**src/rtl/core/assert_macros.svh**
```systemverilog
// assertion helpers used by bgr_engine
`ifndef ASSERT_MACROS_SVH
`define ASSERT_MACROS_SVH

// same-cycle implication
`define BGR_ASSERT_NOW(label, clk, rst_n, pre, post) \
  label: assert property (@(posedge clk) disable iff (!rst_n) (pre) |-> (post)) \
    else $error("bgr assertion failed");

// next-cycle implication
`define BGR_ASSERT_NEXT(label, clk, rst_n, pre, post) \
  label: assert property (@(posedge clk) disable iff (!rst_n) (pre) |=> (post)) \
    else $error("bgr assertion failed");

`endif

```
**src/rtl/core/bgr_pkg.sv**
```systemverilog
package bgr_pkg;

  localparam int unsigned CfgWidth  = 16;
  localparam int unsigned TimeWidth = 32;
  localparam int unsigned CfgIdxWidth = 2;

  localparam logic [CfgIdxWidth-1:0] CFG_DEBOUNCE = 2'd0;
  localparam logic [CfgIdxWidth-1:0] CFG_WINDOW   = 2'd1;
  localparam logic [CfgIdxWidth-1:0] CFG_LONG     = 2'd2;

  localparam logic [CfgWidth-1:0] DebounceReset = 16'd20;
  localparam logic [CfgWidth-1:0] WindowReset   = 16'd300;
  localparam logic [CfgWidth-1:0] LongReset     = 16'd1000;

  typedef enum logic [1:0] {
    EV_NONE   = 2'd0,
    EV_SINGLE = 2'd1,
    EV_DOUBLE = 2'd2,
    EV_LONG   = 2'd3
  } event_e;

  typedef struct packed {
    logic [CfgWidth-1:0] debounce_time;
    logic [CfgWidth-1:0] double_click_window;
    logic [CfgWidth-1:0] long_press_time;
  } cfg_t;

endpackage

```
**src/rtl/core/bgr_cfg_regs.sv**
```systemverilog
module bgr_cfg_regs (
  input  logic                                 clk_i,
  input  logic                                 rst_ni,
  input  logic                                 cfg_we_i,
  input  logic [bgr_pkg::CfgIdxWidth-1:0]      cfg_index_i,
  input  logic [bgr_pkg::CfgWidth-1:0]         cfg_wdata_i,
  output bgr_pkg::cfg_t                        cfg_o
);

  bgr_pkg::cfg_t cfg_q, cfg_d;

  always_comb begin
    cfg_d = cfg_q;
    if (cfg_we_i) begin
      case (cfg_index_i)
        bgr_pkg::CFG_DEBOUNCE: cfg_d.debounce_time       = cfg_wdata_i;
        bgr_pkg::CFG_WINDOW:   cfg_d.double_click_window = cfg_wdata_i;
        bgr_pkg::CFG_LONG:     cfg_d.long_press_time     = cfg_wdata_i;
        default: cfg_d = cfg_q;
      endcase
    end
  end

  always_ff @(posedge clk_i or negedge rst_ni) begin
    if (!rst_ni) begin
      cfg_q.debounce_time       <= bgr_pkg::DebounceReset;
      cfg_q.double_click_window <= bgr_pkg::WindowReset;
      cfg_q.long_press_time     <= bgr_pkg::LongReset;
    end else begin
      cfg_q <= cfg_d;
    end
  end

  assign cfg_o = cfg_q;

endmodule

```
**src/rtl/core/bgr_engine.sv**
```systemverilog
`include "assert_macros.svh"

module bgr_engine (
  input  logic                               clk_i,
  input  logic                               rst_ni,
  input  bgr_pkg::cfg_t                      cfg_i,
  input  logic                               step_i,
  input  logic                               level_i,
  input  logic [bgr_pkg::TimeWidth-1:0]      now_i,
  output logic [1:0]                         event_o
);

  typedef enum logic [2:0] {
    PH_IDLE   = 3'd0,
    PH_FIRST  = 3'd1,
    PH_WAIT   = 3'd2,
    PH_SECOND = 3'd3,
    PH_LONG   = 3'd4
  } phase_e;

  localparam int unsigned TW = bgr_pkg::TimeWidth;
  localparam int unsigned PadW = TW - bgr_pkg::CfgWidth;

  logic            seen_q, seen_d;
  logic            raw_q, raw_d;
  logic            stable_q, stable_d;
  logic [TW-1:0]   rct_q, rct_d;
  phase_e          phase_q, phase_d;
  logic [TW-1:0]   pst_q, pst_d;
  logic [TW-1:0]   frt_q, frt_d;
  bgr_pkg::event_e ev_d;

  logic          raw_chg;
  logic          stable_edge;
  logic          pst_upd;
  logic          frt_upd;
  logic [TW-1:0] deb_el;
  logic [TW-1:0] gap_el;
  logic [TW-1:0] press_el;
  logic [TW-1:0] rel_el;
  logic [TW-1:0] deb_ext;
  logic [TW-1:0] win_ext;
  logic [TW-1:0] long_ext;

  assign deb_ext  = {{PadW{1'b0}}, cfg_i.debounce_time};
  assign win_ext  = {{PadW{1'b0}}, cfg_i.double_click_window};
  assign long_ext = {{PadW{1'b0}}, cfg_i.long_press_time};

  assign raw_chg     = level_i != raw_q;
  assign deb_el      = raw_chg ? '0 : now_i - rct_q;
  assign gap_el      = now_i - frt_q;
  assign stable_edge = (level_i != stable_q) && (deb_el >= deb_ext);

  always_comb begin
    seen_d   = seen_q;
    raw_d    = raw_q;
    stable_d = stable_q;
    rct_d    = rct_q;
    phase_d  = phase_q;
    pst_d    = pst_q;
    frt_d    = frt_q;
    ev_d     = bgr_pkg::EV_NONE;
    pst_upd  = 1'b0;
    frt_upd  = 1'b0;
    press_el = '0;
    rel_el   = '0;
    if (!seen_q) begin
      // baseline sample
      seen_d   = 1'b1;
      raw_d    = level_i;
      stable_d = level_i;
      rct_d    = now_i;
      if (level_i) begin
        phase_d = PH_FIRST;
        pst_d   = now_i;
      end else begin
        phase_d = PH_IDLE;
      end
    end else begin
      raw_d = level_i;
      if (raw_chg) begin
        rct_d = now_i;
      end
      if (stable_edge) begin
        stable_d = level_i;
        if (level_i) begin
          case (phase_q)
            PH_IDLE: begin
              phase_d = PH_FIRST;
              pst_upd = 1'b1;
            end
            PH_WAIT: begin
              if (gap_el <= win_ext) begin
                phase_d = PH_SECOND;
              end else begin
                phase_d = PH_FIRST;
                ev_d    = bgr_pkg::EV_SINGLE;
              end
              pst_upd = 1'b1;
            end
            default: phase_d = phase_q;
          endcase
        end else begin
          case (phase_q)
            PH_FIRST: begin
              phase_d = PH_WAIT;
              frt_upd = 1'b1;
            end
            PH_SECOND: begin
              phase_d = PH_IDLE;
              ev_d    = bgr_pkg::EV_DOUBLE;
            end
            PH_LONG: phase_d = PH_IDLE;
            default: phase_d = phase_q;
          endcase
        end
      end
      if (pst_upd) begin
        pst_d = now_i;
      end
      if (frt_upd) begin
        frt_d = now_i;
      end
      // timeouts, measured from the times as they stand after the edge
      press_el = pst_upd ? '0 : now_i - pst_q;
      rel_el   = frt_upd ? '0 : gap_el;
      if (ev_d == bgr_pkg::EV_NONE) begin
        if ((phase_d == PH_FIRST || phase_d == PH_SECOND) && press_el >= long_ext) begin
          phase_d = PH_LONG;
          ev_d    = bgr_pkg::EV_LONG;
        end else if (phase_d == PH_WAIT && !level_i && rel_el > win_ext) begin
          phase_d = PH_IDLE;
          ev_d    = bgr_pkg::EV_SINGLE;
        end
      end
    end
  end

  always_ff @(posedge clk_i or negedge rst_ni) begin
    if (!rst_ni) begin
      seen_q   <= 1'b0;
      raw_q    <= 1'b0;
      stable_q <= 1'b0;
      rct_q    <= '0;
      phase_q  <= PH_IDLE;
      pst_q    <= '0;
      frt_q    <= '0;
    end else if (step_i) begin
      seen_q   <= seen_d;
      raw_q    <= raw_d;
      stable_q <= stable_d;
      rct_q    <= rct_d;
      phase_q  <= phase_d;
      pst_q    <= pst_d;
      frt_q    <= frt_d;
    end
  end

  assign event_o = ev_d;

  `BGR_ASSERT_NOW(a_baseline_quiet, clk_i, rst_ni, step_i && !seen_q, ev_d == bgr_pkg::EV_NONE)
  `BGR_ASSERT_NOW(a_double_from_second, clk_i, rst_ni, step_i && ev_d == bgr_pkg::EV_DOUBLE,
                  phase_q == PH_SECOND)
  `BGR_ASSERT_NEXT(a_long_enters_hold, clk_i, rst_ni, step_i && ev_d == bgr_pkg::EV_LONG,
                   phase_q == PH_LONG)

endmodule

```
**src/rtl/core/button_gesture_recognizer_top.sv**
```systemverilog
// Debounced button gesture recognizer: each sample word (level plus millisecond
// timestamp) yields exactly one result word, 0 none, 1 single click, 2 double
// click, 3 long press. A sample passes an input register, is evaluated against
// the gesture state and lands in an output register, so a result word is valid
// once its sample has moved from the input register into the output register;
// one sample is taken every cycle while the output register is empty or being
// read. The user must write timing registers through the config port only
// while no sample is in flight; the block itself does not enforce this.
module button_gesture_recognizer_top (
  input  logic                                clk_i,
  input  logic                                rst_ni,
  input  logic                                in_valid_i,
  output logic                                in_ready_o,
  input  logic                                button_pressed_i,
  input  logic [bgr_pkg::TimeWidth-1:0]       now_time_i,
  output logic                                out_valid_o,
  input  logic                                out_ready_i,
  output logic [1:0]                          gesture_event_o,
  input  logic                                cfg_we_i,
  input  logic [bgr_pkg::CfgIdxWidth-1:0]     cfg_index_i,
  input  logic [bgr_pkg::CfgWidth-1:0]        cfg_wdata_i
);

  bgr_pkg::cfg_t cfg;

  logic                             s1_valid_q;
  logic                             s1_level_q;
  logic [bgr_pkg::TimeWidth-1:0]    s1_time_q;
  logic                             out_valid_q;
  logic [1:0]                       out_event_q;
  logic                             advance;
  logic                             in_fire;
  logic [1:0]                       step_event;

  assign advance    = s1_valid_q && (!out_valid_q || out_ready_i);
  assign in_ready_o = !s1_valid_q || advance;
  assign in_fire    = in_valid_i && in_ready_o;

  bgr_cfg_regs u_cfg (
    .clk_i       (clk_i),
    .rst_ni      (rst_ni),
    .cfg_we_i    (cfg_we_i),
    .cfg_index_i (cfg_index_i),
    .cfg_wdata_i (cfg_wdata_i),
    .cfg_o       (cfg)
  );

  bgr_engine u_engine (
    .clk_i   (clk_i),
    .rst_ni  (rst_ni),
    .cfg_i   (cfg),
    .step_i  (advance),
    .level_i (s1_level_q),
    .now_i   (s1_time_q),
    .event_o (step_event)
  );

  // input word register
  always_ff @(posedge clk_i or negedge rst_ni) begin
    if (!rst_ni) begin
      s1_valid_q <= 1'b0;
    end else if (in_fire) begin
      s1_valid_q <= 1'b1;
    end else if (advance) begin
      s1_valid_q <= 1'b0;
    end
  end

  always_ff @(posedge clk_i) begin
    if (in_fire) begin
      s1_level_q <= button_pressed_i;
      s1_time_q  <= now_time_i;
    end
  end

  // result word register
  always_ff @(posedge clk_i or negedge rst_ni) begin
    if (!rst_ni) begin
      out_valid_q <= 1'b0;
    end else if (advance) begin
      out_valid_q <= 1'b1;
    end else if (out_ready_i) begin
      out_valid_q <= 1'b0;
    end
  end

  always_ff @(posedge clk_i) begin
    if (advance) begin
      out_event_q <= step_event;
    end
  end

  assign out_valid_o     = out_valid_q;
  assign gesture_event_o = out_event_q;

endmodule
```
**config.mk**
```make
export PLATFORM = sky130hd
export DESIGN_NAME = button_gesture_recognizer_top
export DESIGN_NICKNAME = d
export VERILOG_FILES = /design/src/rtl/core/bgr_pkg.sv /design/src/rtl/core/bgr_cfg_regs.sv /design/src/rtl/core/bgr_engine.sv /design/src/rtl/core/button_gesture_recognizer_top.sv
export VERILOG_INCLUDE_DIRS = /design/src /design/src/rtl/core
export SDC_FILE = /design/constraint.sdc
export NUM_CORES = 1
export LEC_CHECK = 0
export CAP_MARGIN = 30
export CORE_MARGIN = 8
export CORE_UTILIZATION = 40
export CTS_CLUSTER_DIAMETER = 30
export DETAILED_ROUTE_END_ITERATION = 16
export DONT_BUFFER_PORTS = 1
export GPL_TIMING_DRIVEN = 0
export PLACE_DENSITY = 0.65
export REMOVE_ABC_BUFFERS = 1
export SYNTH_ARGS = -nofsm -noshare
export SYNTH_HDL_FRONTEND = slang
export SYNTH_SLANG_ARGS = --single-unit
```
**constraint.sdc**
```tcl
create_clock -name clk_i -period 7.9 [get_ports clk_i]
set_clock_uncertainty 0.05 [all_clocks]
set_input_delay 1.185 -clock clk_i [delete_from_list [all_inputs] [get_ports clk_i]]
set_output_delay 1.185 -clock clk_i [all_outputs]
set_load 0.01 [all_outputs]
```
Word-level counts from Yosys, hierarchy flattened
Cells that the tools add are included.
W data, S select, Z words.
{"block": "op_classes", "add_sub_neg": 3, "n_lt_le_gt_ge": 4, "n_eq_ne": 14, "n_mux": 42, "n_reduce_logical": 27}
{"op": "$mux W32", "count": 8}
{"op": "$sub A32 B32 Y32", "count": 3}
{"op": "$ge A32 B16 Y1", "count": 2}
{"op": "$gt A32 B16 Y1", "count": 1}
{"op": "$le A32 B16 Y1", "count": 1}
{"op": "$mux W3", "count": 7}
{"op": "$mux W2", "count": 9}
{"op": "$mux W1", "count": 16}
{"op": "$eq A3 B2 Y1 const B", "count": 4}
{"op": "$pmux W3 S2", "count": 2}
{"op": "$reduce_and A2 Y1", "count": 5}
{"op": "$eq A3 B1 Y1 const B", "count": 2}
{"op": "$logic_and A1 B1 Y1", "count": 6}
{"op": "$ne A2 B2 Y1 const B", "count": 3}
{"op": "$reduce_and A3 Y1", "count": 2}
{"op": "$reduce_bool A2 Y1", "count": 3}
{"op": "$logic_not A2 Y1", "count": 2}
{"op": "$reduce_or A2 Y1", "count": 2}
{"op": "$eq A3 B3 Y1 const B", "count": 1}
{"op": "$logic_not A1 Y1", "count": 3}
{"op": "$logic_not A3 Y1", "count": 1}
{"op": "$logic_or A1 B1 Y1", "count": 3}
{"op": "$eq A2 B1 Y1 const B", "count": 1}
{"op": "$eq A2 B2 Y1 const B", "count": 1}
{"op": "$ne A1 B1 Y1", "count": 2}
{"block": "word_totals", "reg_bits": 187, "inputBits": 56, "output_inout_bits": 4, "wordCells": 105}

Logic depth before layout (Yosys ltp)
Gate-level depths: netlist of run 1.
{"block": "logic_depth", "ltp_word": 14, "depth_mapped": 36, "ltp_nobuf": 34}

Modules after synthesis
Synthesis of run 1 repeated with hierarchy kept, for this count alone.
{"block": "hier_totals", "hier_cells": 1640, "area_unflattened_um2": 14650.3}
{"mod": "bgr_engine", "n_inst": 1, "cells_each": 1495, "area_each_um2": 11664.9, "seq_area_each_um2": 2552.4}
{"mod": "bgr_cfg_regs", "n_inst": 1, "cells_each": 102, "area_each_um2": 1830.5, "seq_area_each_um2": 1216.2}
{"mod": "button_gesture_recognizer_top", "n_inst": 1, "cells_each": 43, "area_each_um2": 1154.9, "seq_area_each_um2": 1101.1}

Least setup slack after synthesis of run 1
Ideal clock, no wire load.
{"block": "synth_timing", "kind": "reg2reg", "from": "reg s1_time_q[1] (netlist name)", "to": "reg out_event_q[0] (netlist: gesture_event_o[0]), data pin", "setup_time_ns": 0.257, "arrival_ns": 6.728, "slack_ns": 0.865, "path_stages_with_launch": 33, "path_buffers": 2, "period_less_slack_ns": 7.035, "path_cell_list": "edfxtp_1 ha_1 nor2b_1 o2111ai_1 a2111oi_0 or2_2 xnor2_1 nor2_1 ha_1 a211oi_1 nor2_1 nor3_1 o21a_1 o21ai_0 a2111oi_0 o2111ai_1 nor4_2 nor4bb_1 buf_2 buf_1 nor2_1 ha_1 a21o_1 a2111oi_0 o21ai_0 a21o_1 a2111oi_0 o2111a_1 nand4_1 o41ai_1 o21ba_2 o31ai_1 a32o_1"}
{"block": "synth_between", "elab_chain_cells": 13, "elab_cells_between_ends": 36, "classes_between": "add/sub (3); order compare (4); eq/ne (3); mux (20); reduce/logical (6)"}
{"item": "start: declaration", "line": "button_gesture_recognizer_top.sv:28", "rtl": "logic [bgr_pkg::TimeWidth-1:0] s1_time_q;"}
{"item": "start signal: assignment", "line": "button_gesture_recognizer_top.sv:72", "rtl": "s1_time_q <= now_time_i;"}
{"item": "branches (longest 12 deep; another with $sub A32 B32 Y32)"}
{"item": "$mux W2 *", "line": "bgr_engine.sv:127", "rtl": "if (ev_d == bgr_pkg::EV_NONE) begin"}
{"item": "end signal: assignment", "line": "button_gesture_recognizer_top.sv:89", "rtl": "out_event_q <= step_event;"}
{"item": "end: declaration", "line": "button_gesture_recognizer_top.sv:30", "rtl": "logic [1:0] out_event_q;"}
Every way passes the cells marked *. The select of a mux whose other input is x is not followed.
A chain may end at the register's enable or synchronous reset.

Final worst setup path of run 1
{"block": "layout_timing", "from": "reg u_engine.rct_q[1]", "to": "reg out_event_q[0] (netlist: gesture_event_o[0]), data pin"}
{"block": "layout_between", "elab_chain_cells": 12, "elab_cells_between_ends": 27, "classes_between": "add/sub (1); order compare (3); eq/ne (3); mux (14); reduce/logical (6)"}
{"item": "start: declaration", "line": "bgr_engine.sv:27", "rtl": "logic [TW-1:0] rct_q, rct_d;"}
{"item": "start signal: assignment", "line": "bgr_engine.sv:152", "rtl": "rct_q <= rct_d;"}
{"item": "$sub A32 B32 Y32 *", "line": "bgr_engine.sv:50", "rtl": "assign deb_el = raw_chg ? '0 : now_i - rct_q;"}
{"item": "$mux W32 *", "line": "bgr_engine.sv:50"}
{"item": "$ge A32 B16 Y1 *", "line": "bgr_engine.sv:52", "rtl": "assign stable_edge = (level_i != stable_q) && (deb_el >= deb_ext);"}
{"item": "$logic_and A1 B1 Y1 *", "line": "bgr_engine.sv:52"}
{"item": "$mux W1 or $mux W3 (tied branches)", "line": "bgr_engine.sv:84", "rtl": "if (stable_edge) begin"}
{"item": "$mux W1 or $mux W3 (tied branches)", "line": "bgr_engine.sv:67", "rtl": "if (!seen_q) begin"}
{"item": "$mux W32 or $eq A3 B2 Y1 (tied branches)", "line": "bgr_engine.sv:126, bgr_engine.sv:131"}
{"item": "$gt A32 B16 Y1 or $logic_and A1 B1 Y1 (tied branches)", "line": "bgr_engine.sv:131", "rtl": "end else if (phase_d == PH_WAIT && !level_i && rel_el > win_ext) begin"}
{"item": "$logic_and A1 B1 Y1", "line": "bgr_engine.sv:131"}
{"item": "$mux W2", "line": "bgr_engine.sv:131"}
{"item": "$mux W2", "line": "bgr_engine.sv:128", "rtl": "if ((phase_d == PH_FIRST || phase_d == PH_SECOND) && press_el >= long_ext) begin"}
{"item": "$mux W2 *", "line": "bgr_engine.sv:127"}
Mark *: on every way between the ends. The rest lies on a longest branch, timed or not. The select of a mux whose other input is x is not followed.

==> flow_metrics.py, run 1 <==
metrics = {
    "status": {
        "outcome": "complete, no violations",
    },
    "worst_hold_path": {
        "hold_class": "in2async",
    },
    "critical_path": {
        "critical-path-top-cell-by-count": "nor2_1",
        "crit_buf_inv": 4,
        "r2r_cells": 32,
        "critPathMaxFanout": 16,
        "critPathKind": "reg2reg",
        "cp_slowest_cell": "o41ai_4",
        "r2r_slack_ns": 0.41,
        "arrival_ns": 7.65,
        "critPathRequiredTime_ns": 8.05,
        "cp_slowest_stage_delay_ns": 0.51,
        "crit_cells": 32,
        "cpLargestDelayFamily": "compound AO/OA/AOI/OAI gates",
        "cp-start-kind": "flop",
        "endpoint_kind": "flop",
    },
    "power": {
        "powerDensity_mw_per_mm2": 390,
        "p_sw_share_pct": 45.1,
        "seqPwrFrac_pct": 22.7,
        "p_leak_uw": 0.00699,
        "intPower_uw": 3400,
        "vdd_ir_drop_max_v": 0.000209,
        "power_switching_uw": 2790,
        "comb_power_share_pct": 63.5,
        "pwr-share-clk_pct": 13.8,
    },
    "logic_synthesis": {
        "netlist-cell-type-count": 82,
        "syn_inst": 1677,
        "synth.yosys.seq_area_share_pct": 34.0,
        "avgSynthCellArea_um2": 8.55,
        "ys.flop_type": "dfrtp_1",
        "async_reset_ff_share_pct": 81.3,
        "synth_area_mm2": 0.0143,
        "synth-seq-cells": 187,
        "ys.warnings.count": 0,
        "synth_edf_count": 35,
    },
    "drt": {
        "drt_iter0_drc": 647,
        "firstDrtPassIters": 5,
        "vias": 12001,
        "wirelength_mm": 37.6,
        "ant_nets": 0,
        "routedWlPerCell_um": 17.5,
        "viasPerCell": 5.58,
        "route.detailed.drc": 0,
    },
    "global_routing": {
        "grt_max_degree": 153,
        "grt_usage_pct": 17.7,
        "grt_overflow_total": 0,
        "grt_pass1_vias": 11585,
        "grt_first_pass_wirelength_mm": 59.9,
        "antenna_found_initial": 0,
    },
    "timing": {
        "hold_violations": 0,
        "relSlewSlack_pct": 42.7,
        "min_period_ns": 7.49,
        "setup_viol": 0,
        "fmax_mhz": 133,
        "holdWs_ns": 0.398,
        "final_max_slew_viol_count": 0,
        "fin_crit_sh_pct": 94.9,
        "tns_ns": 0,
        "tightest_slew_ns": 0.856,
    },
    "placement": {
        "port_buffers": 0,
        "gp_congestion": 0.904,
        "post-dp-hpwl_mm": 29.5,
    },
    "cts": {
        "cts_tree": "yes",
        "worstSkewPairLatency_ns": 0.45,
        "holdBufCountCts": 0,
        "cts_num_sinks": 187,
        "htreeDepth": 4,
        "clockBufferDepth": 2,
        "path_clk_slew_ns": 0.07,
        "clk_root_buffer_cell": "clkbuf_16",
        "cts_made_buffers": 17,
    },
    "floorplan": {
        "die_x_um": 205,
        "core_mm2": 0.0354,
        "io_pins": 60,
        "rows": 69,
        "die_area_mm2": 0.0422,
        "initial_core_util_pct": 40.5,
        "die_h_um": 205,
    },
    "layout": {
        "final_common_cell": "nand2_1",
        "antenna_cells": 0,
        "final_layout_size_suffix_gt1_share_pct": 9.95,
        "layout_common_cells": "214 x nand2_1, 165 x inv_1, 149 x ha_1",
        "final_nets": 1893,
        "syn_to_final_growth_pct": 10.7,
        "fillCellCount": 3420,
    },
    "job": {
        "max_cap_viol_count": 0,
    },
}
power by group through the flow:
stage | Clock [uW] | Combinational, uW | Sequential (uW)
after floorplan | 0 | 2880 | 1380
after global placement | 0 | 3600 | 1420
after detailed placement | 0 | 3700 | 1430
after CTS | 881 | 3790 | 1400
after global routing | 918 | 4410 | 1430
final | 856 | 3930 | 1400
registers in the layout, summed over array words and instances, names as in the netlist:
signal,count
u_cfg.cfg_o,48
out_valid_o,1
gesture_event_o,2
s1_time_q,32
u_engine.phase_q,3
u_engine.raw_q,1
u_engine.frt_q,32
s1_level_q,1
u_engine.pst_q,32
u_engine.rct_q,32
u_engine.stable_q,1
u_engine.seen_q,1
s1_valid_q,1
cells in the mapped netlist, types with 5 or more instances:
| cell type | count | area share [%] |
|---|---|---|
| a2111oi_0 | 8 | 0.49 |
| a211oi_1 | 19 | 0.99 |
| a21o_1 | 39 | 2.0 |
| a21oi_1 | 109 | 3.8 |
| a311oi_1 | 7 | 0.43 |
| a31oi_1 | 10 | 0.44 |
| and2_1 | 12 | 0.52 |
| and3_1 | 8 | 0.35 |
| buf_2 | 10 | 0.35 |
| clkbuf_1 | 37 | 0.97 |
| dfrtp_1 | 140 | 24 |
| dfstp_2 | 12 | 2.2 |
| edfxtp_1 | 35 | 7.3 |
| ha_1 | 157 | 14 |
| inv_1 | 166 | 4.3 |
| mux2_2 | 39 | 3.1 |
| mux2i_1 | 7 | 0.49 |
| nand2_1 | 215 | 5.6 |
| nand2b_1 | 19 | 0.83 |
| nand3_1 | 14 | 0.49 |
| nand3b_1 | 9 | 0.47 |
| nand4_1 | 36 | 1.6 |
| nor2_1 | 96 | 2.5 |
| nor2b_1 | 28 | 1.2 |
| nor3_1 | 29 | 1.0 |
| nor3b_1 | 6 | 0.31 |
| nor4_1 | 5 | 0.22 |
| o2111ai_1 | 11 | 0.67 |
| o211ai_1 | 14 | 0.73 |
| o21a_1 | 29 | 1.5 |
| o21ai_0 | 138 | 4.8 |
| o21ai_1 | 35 | 1.2 |
| o21bai_1 | 16 | 0.84 |
| o31ai_1 | 6 | 0.31 |
| or2_2 | 6 | 0.26 |
| or3_1 | 8 | 0.35 |
| xnor2_1 | 34 | 2.1 |
| xor2_1 | 26 | 1.6 |
cell type report:
cell class                 count  area, um2  share of cell area [%]
timing repair buffer          34        332                    2.09
clock buffer                  21        472                    2.97
clock inverter                10        105                   0.662
inverter                     167        627                    3.95
sequential                   187       4870                    30.7
multi-input combinational   1270       8900                    56.0
tap                          461        577                    3.63
final timing paths:
kind / to / start
max: gesture_event_o[0] / u_engine.rct_q[1]
min reg2reg: out_valid_o / s1_valid_q
min in group clk_i: out_valid_o / s1_valid_q
min: out_valid_o / rst_ni
max in group asynchronous: u_engine.rct_q[26] / rst_ni
max reg2reg: gesture_event_o[0] / u_engine.rct_q[1]
kinds of logic (layout without fill, tap and decap cells):
logic type	after synthesis	in the layout	share of synthesized area (%)
AO/OA/AOI/OAI	495	495	21.9
XOR/XNOR	60	60	3.67
adder cells (fa/ha/maj)	160	160	14.1
buffers and inverters	220	232	5.90
flip-flops	187	187	34.0
multiplexers	48	48	3.71
AND/OR/NAND/NOR	507	507	16.8
metal layers:
layer	GRT usage (%)	part of all wire, %
met1	23.1	47
met2	29.3	47
met3	2.80	3.7
met4	6.03	2.5
met5	0	0
timing repair:
| action | 4_1_cts | 5_1_grt |
|---|---|---|
| endpoints found under the setup margin | 5 | 5 |
| pin swaps | 3 | 15 |
| hold endpoints to repair | 0 | 0 |
| resized for setup | 18 | 34 |
| buffers inserted | 12 | 10 |
stage by stage:
stage	utilization (%)	cell area [um2]	worst slack (ns)	cells	total power, uW
global placement	41.5	14700	-3.91	2085	5020
floorplan	-	14100	0.141	1624	4260
global route	44.9	15900	-0.0000320	2150	6760
finish	44.9	15900	0.405	2150	6190
CTS	44.2	15700	0.00861	2140	6070
detailed placement	42.1	14900	-1.47	2097	5130
No activity file was read; power rests on OpenSTA's default activity.
==> run 2: changes to the inputs <==
BUFFER_PORTS_ARGS = -buffer_cell sky130_fd_sc_hd__buf_2   (was not set)
DONT_BUFFER_PORTS = not set   (was 1)
PLACE_DENSITY = 0.67   (was 0.65)
==> flow_metrics.py, run 2 (synthesized netlist as in run 1, its figures left out) <==
metrics = {
    "layout": {
        "syn_to_final_growth_pct": 13.6,
        "finalNonFillerCells": 2213,
        "final_layout_size_suffix_gt1_share_pct": 13.2,
        "layout_common_cells": "214 x nand2_1, 165 x inv_1, 150 x ha_1",
        "multi_input_area_mm2": 0.00892,
        "final_common_cell": "nand2_1",
        "fillCellCount": 3405,
        "final_nets": 1955,
        "final_area_mm2": 0.0163,
        "regArea_mm2": 0.00487,
        "largest_reg_flops": 48,
        "antenna_cells": 0,
    },
    "critical_path": {
        "cp_slowest_stage_delay_ns": 0.51,
        "crit-reg2reg-capture": "gesture_event_o[0]",
        "endpoint_kind": "flop",
        "r2r_cells": 33,
        "r2r_slack_ns": 0.29,
        "critPathLaunch": "s1_time_q[1]",
        "cp_slowest_cell": "o41ai_4",
        "cp-start-kind": "flop",
        "critPathRequiredTime_ns": 8.06,
        "rr_startpoint": "s1_time_q[1]",
        "critPathKind": "reg2reg",
        "critPathMaxFanout": 7,
        "arrival_ns": 7.76,
    },
    "global_routing": {
        "grt_first_pass_wirelength_mm": 60.2,
        "grt_usage_pct": 17.7,
        "antenna_found_initial": 0,
        "grt_max_degree": 114,
        "grt_overflow_total": 0,
        "grt_pass1_vias": 11888,
    },
    "cts": {
        "holdBufCountCts": 0,
        "htreeDepth": 4,
        "path_clk_slew_ns": 0.07,
        "worstSkewPairLatency_ns": 0.45,
        "cts_num_sinks": 187,
        "cts_made_buffers": 17,
        "clk_root_buffer_cell": "clkbuf_16",
        "clockBufferDepth": 2,
        "cts_tree": "yes",
    },
    "timing": {
        "hold_violations": 0,
        "tightest_slew_ns": 1.01,
        "fin_crit_sh_pct": 96.3,
        "min_period_ns": 7.61,
        "final_max_slew_viol_count": 0,
        "setup_viol": 0,
        "fmax_mhz": 131,
        "relSlewSlack_pct": 32.4,
        "tns_ns": 0,
    },
    "floorplan": {
        "die_h_um": 205,
        "die_area_mm2": 0.0422,
        "die_x_um": 205,
        "core_mm2": 0.0354,
        "io_pins": 60,
        "initial_core_util_pct": 40.5,
        "rows": 69,
    },
    "drt": {
        "routedWlPerCell_um": 17.0,
        "firstDrtPassIters": 5,
        "wirelength_mm": 37.6,
        "drt_iter0_drc": 761,
        "ant_nets": 0,
        "vias": 12238,
        "viasPerCell": 5.53,
        "route.detailed.drc": 0,
    },
    "placement": {
        "gp_congestion": 0.899,
        "dp_cells": 2154,
        "port_buffers": 59,
        "post-dp-hpwl_mm": 29.3,
        "postPlaceCellArea_mm2": 0.0152,
    },
    "power": {
        "vdd_ir_drop_max_v": 0.000202,
        "powerDensity_mw_per_mm2": 388,
        "p_leak_uw": 0.00729,
        "power_uw": 6320,
    },
    "worst_hold_path": {
        "hold_depth": 1,
        "hold_class": "reg2reg",
        "holdPathEnd": "u_engine.pst_q[0]",
        "hold_start": "u_engine.pst_q[0]",
    },
    "status": {
        "outcome": "complete, no violations",
    },
    "job": {
        "max_cap_viol_count": 0,
    },
}
-- run 2: layer usage --
| layer | track usage (%) | up-vias | share of wire (%) |
|---|---|---|---|
| li1 | - | 6118 | - |
| met1 | 23.0 | 5801 | 47 |
| met2 | 29.2 | 264 | 47 |
| met3 | 2.87 | 55 | 4.0 |
| met4 | 6.64 | 0 | 2.6 |
| met5 | 0 | - | 0 |
-- run 2: how the worst max path moves through the flow --
stage                              end  cells past startpoint  slack, ns
floorplan           gesture_event_o[0]                     31       0.14
global placement    gesture_event_o[0]                     30      -3.95
detailed placement  gesture_event_o[0]                     33      -2.05
CTS                 gesture_event_o[0]                     34       0.01
global route        gesture_event_o[0]                     35      -0.04
finish              gesture_event_o[0]                     33       0.29
-- run 2: final cells by class --
| type | count | area share [%] |
|---|---|---|
| multi-input cells | 1270 | 54.8 |
| flip-flops and latches | 187 | 29.9 |
| repair buffers | 96 | 4.16 |
| inverters | 167 | 3.85 |
| well taps | 461 | 3.54 |
| clock buffers | 22 | 3.05 |
| clock inverters | 10 | 0.745 |
-- run 2: stage by stage --
step	util, %	hold WS (ns)	setup WS, ns
CTS	45.1	0.451	0.0116
floorplan	-	0.407	0.141
finish	46.0	0.451	0.293
global placement	42.4	0.423	-3.95
global route	46.0	0.477	-0.0385
detailed placement	43.0	0.435	-2.05
-- run 2: worst max-delay path, delay by kind of cell (launching register included) --
kind,cells,cell delay [ns]
fa+ha+maj,3,0.95
flops,1,0.44
simple gates,9,1.32
xor+xnor,1,0.11
buf+inv,3,0.50
compound gates,17,3.98
-- run 2: power breakdown --
group / switching (uW) / internal (uW)
combinational: 2320 / 1690
sequential: 118 / 1280
clock: 394 / 518
-- run 2: timing repair --
item / 4_1_cts / 5_1_grt
cloned: 0 / 1
setup endpoints to repair: 5 / 5
buffers inserted: 9 / 17
endpoints found under the hold margin: 0 / 0
gates resized for setup: 16 / 41
pin swaps: 2 / 25
==> run 3: changes to the inputs <==
--- a/config.mk
+++ b/config.mk
@@ -13,7 +13,7 @@
 export CTS_CLUSTER_DIAMETER = 30
 export DETAILED_ROUTE_END_ITERATION = 16
+export GPL_ROUTABILITY_DRIVEN = 0
 export GPL_TIMING_DRIVEN = 0
 export PLACE_DENSITY = 0.67
-export REMOVE_ABC_BUFFERS = 1
 export SYNTH_ARGS = -nofsm -noshare
 export SYNTH_HDL_FRONTEND = slang
==> constraint.sdc (replaced) <==
create_clock -name clk_i -period 7.9 [get_ports clk_i]
set_clock_uncertainty 0.05 [all_clocks]
set_input_delay 2.37 -clock clk_i [delete_from_list [all_inputs] [get_ports clk_i]]
set_output_delay 2.37 -clock clk_i [all_outputs]
set_load 0.01 [all_outputs]
==> flow_metrics.py, run 3 (synthesized netlist as in run 1, its figures left out) <==
metrics = {
    "timing": {
        "fmax_mhz": 128,
        "fin_crit_sh_pct": 98.5,
        "tns_ns": 0,
        "tightest_slew_ns": 0.973,
        "hold_violations": 0,
        "min_period_ns": 7.78,
        "setup_viol": 0,
        "final_max_slew_viol_count": 0,
        "relSlewSlack_pct": 35.1,
    },
    "critical_path": {
        "critPathRequiredTime_ns": 8.06,
        "cp_slowest_stage_delay_ns": 0.45,
        "arrival_ns": 7.94,
        "critPathMaxFanout": 7,
        "r2r_cells": 35,
        "cp-start-kind": "flop",
        "endpoint_kind": "flop",
        "cp_slowest_cell": "edfxtp_1",
        "critPathKind": "reg2reg",
    },
    "floorplan": {
        "initial_core_util_pct": 40.5,
        "core_mm2": 0.0354,
        "io_pins": 60,
        "die_x_um": 205,
        "die_area_mm2": 0.0422,
        "rows": 69,
        "die_h_um": 205,
    },
    "cts": {
        "path_clk_slew_ns": 0.08,
        "worstSkewPairLatency_ns": 0.45,
        "cts_tree": "yes",
        "htreeDepth": 4,
        "clk_root_buffer_cell": "clkbuf_16",
        "clockBufferDepth": 2,
        "cts_made_buffers": 17,
        "cts_num_sinks": 187,
        "holdBufCountCts": 0,
    },
    "drt": {
        "drt_iter0_drc": 978,
        "viasPerCell": 5.67,
        "vias": 12863,
        "route.detailed.drc": 0,
        "wirelength_mm": 39.8,
        "firstDrtPassIters": 5,
        "routedWlPerCell_um": 17.6,
        "ant_nets": 0,
    },
    "global_routing": {
        "grt_pass1_vias": 12522,
        "grt_overflow_total": 0,
        "antenna_found_initial": 1,
        "grt_first_pass_wirelength_mm": 62.9,
        "grt_usage_pct": 18.5,
        "grt_max_degree": 88,
    },
    "power": {
        "vdd_ir_drop_max_v": 0.000186,
        "p_leak_uw": 0.00739,
        "powerDensity_mw_per_mm2": 395,
    },
    "worst_hold_path": {
        "hold_depth": 1,
        "hold_class": "reg2reg",
    },
    "layout": {
        "largest_reg_flops": 48,
        "syn_to_final_growth_pct": 15.1,
        "final_common_cell": "nand2_1",
        "antenna_cells": 0,
        "layout_common_cells": "215 x nand2_1, 165 x inv_1, 147 x ha_1",
        "final_nets": 2009,
        "final_layout_size_suffix_gt1_share_pct": 13.9,
        "finalNonFillerCells": 2267,
    },
    "job": {
        "max_cap_viol_count": 0,
    },
    "status": {
        "outcome": "complete, no violations",
    },
    "placement": {
        "post-dp-hpwl_mm": 30.3,
        "port_buffers": 59,
        "dp_cells": 2202,
    },
    "logic_synthesis": {
        "syn_nets": 1893,
    },
}
-- run 3: area by class of cell --
| type | instances | area [um2] |
|---|---|---|
| plain buffers | 51 | 231 |
| clock buffers | 18 | 429 |
| clock inverters | 14 | 218 |
| fillers | 3353 | 18900 |
| inverters | 167 | 627 |
| multi-input cells | 1270 | 8940 |
| flip-flops and latches | 187 | 4870 |
| well taps | 461 | 577 |
| repair buffers | 99 | 618 |
-- run 3: worst max-delay path: cells and delay by family, from the launching register on --
family,cells,cell delay (ns)
compound gates,16,3.50
fa+ha+maj,3,0.91
xor+xnor,1,0.20
flops,1,0.45
simple gates,11,1.70
buf+inv,4,0.74
-- run 3: repair_timing --
item,in CTS,in global routing
buffers inserted,13,22
gates resized for setup,24,52
endpoints found under the setup margin,5,5
pin swaps,8,35
-- run 3: worst paths after layout --
kind | from | end | slack, ns
max | s1_time_q[1] | gesture_event_o[0] | 0.12
min | s1_valid_q | out_valid_o | 0.44
max reg2reg | s1_time_q[1] | gesture_event_o[0] | 0.12
min reg2reg | s1_valid_q | out_valid_o | 0.44
max in group asynchronous | rst_ni | u_engine.frt_q[13] | 5.02
min in group asynchronous | rst_ni | u_engine.pst_q[4] | 1.95
-- run 3: through the flow --
stage,setup WS [ns],hold slack [ns],util (%),instance area [um2],total power (uW)
after floorplan,0.865,0.407,-,14300,4270
after global placement,-2.10,0.425,43.0,15200,5080
after detailed placement,-1.26,0.438,43.1,15300,5190
after CTS,0.00570,0.458,45.5,16100,6300
after global routing,-0.203,0.478,46.6,16500,7060
final,0.117,0.443,46.6,16500,6510
-- run 3: where the power goes --
group | internal [uW] | switching, uW | total [uW]
combinational | 1710 | 2430 | 4140
sequential | 1280 | 120 | 1400
clock | 565 | 405 | 969
total | 3560 | 2960 | 6510
-- run 3: metal layers --
layer  share of wire (%)  vias up  global-route usage, %
met4                 4.0        0                   8.65
met3                 5.7       88                   3.21
met5                   0        -                      0
met2                  47      409                   30.6
met1                  44     6151                   23.3
li1                    -     6215                      -
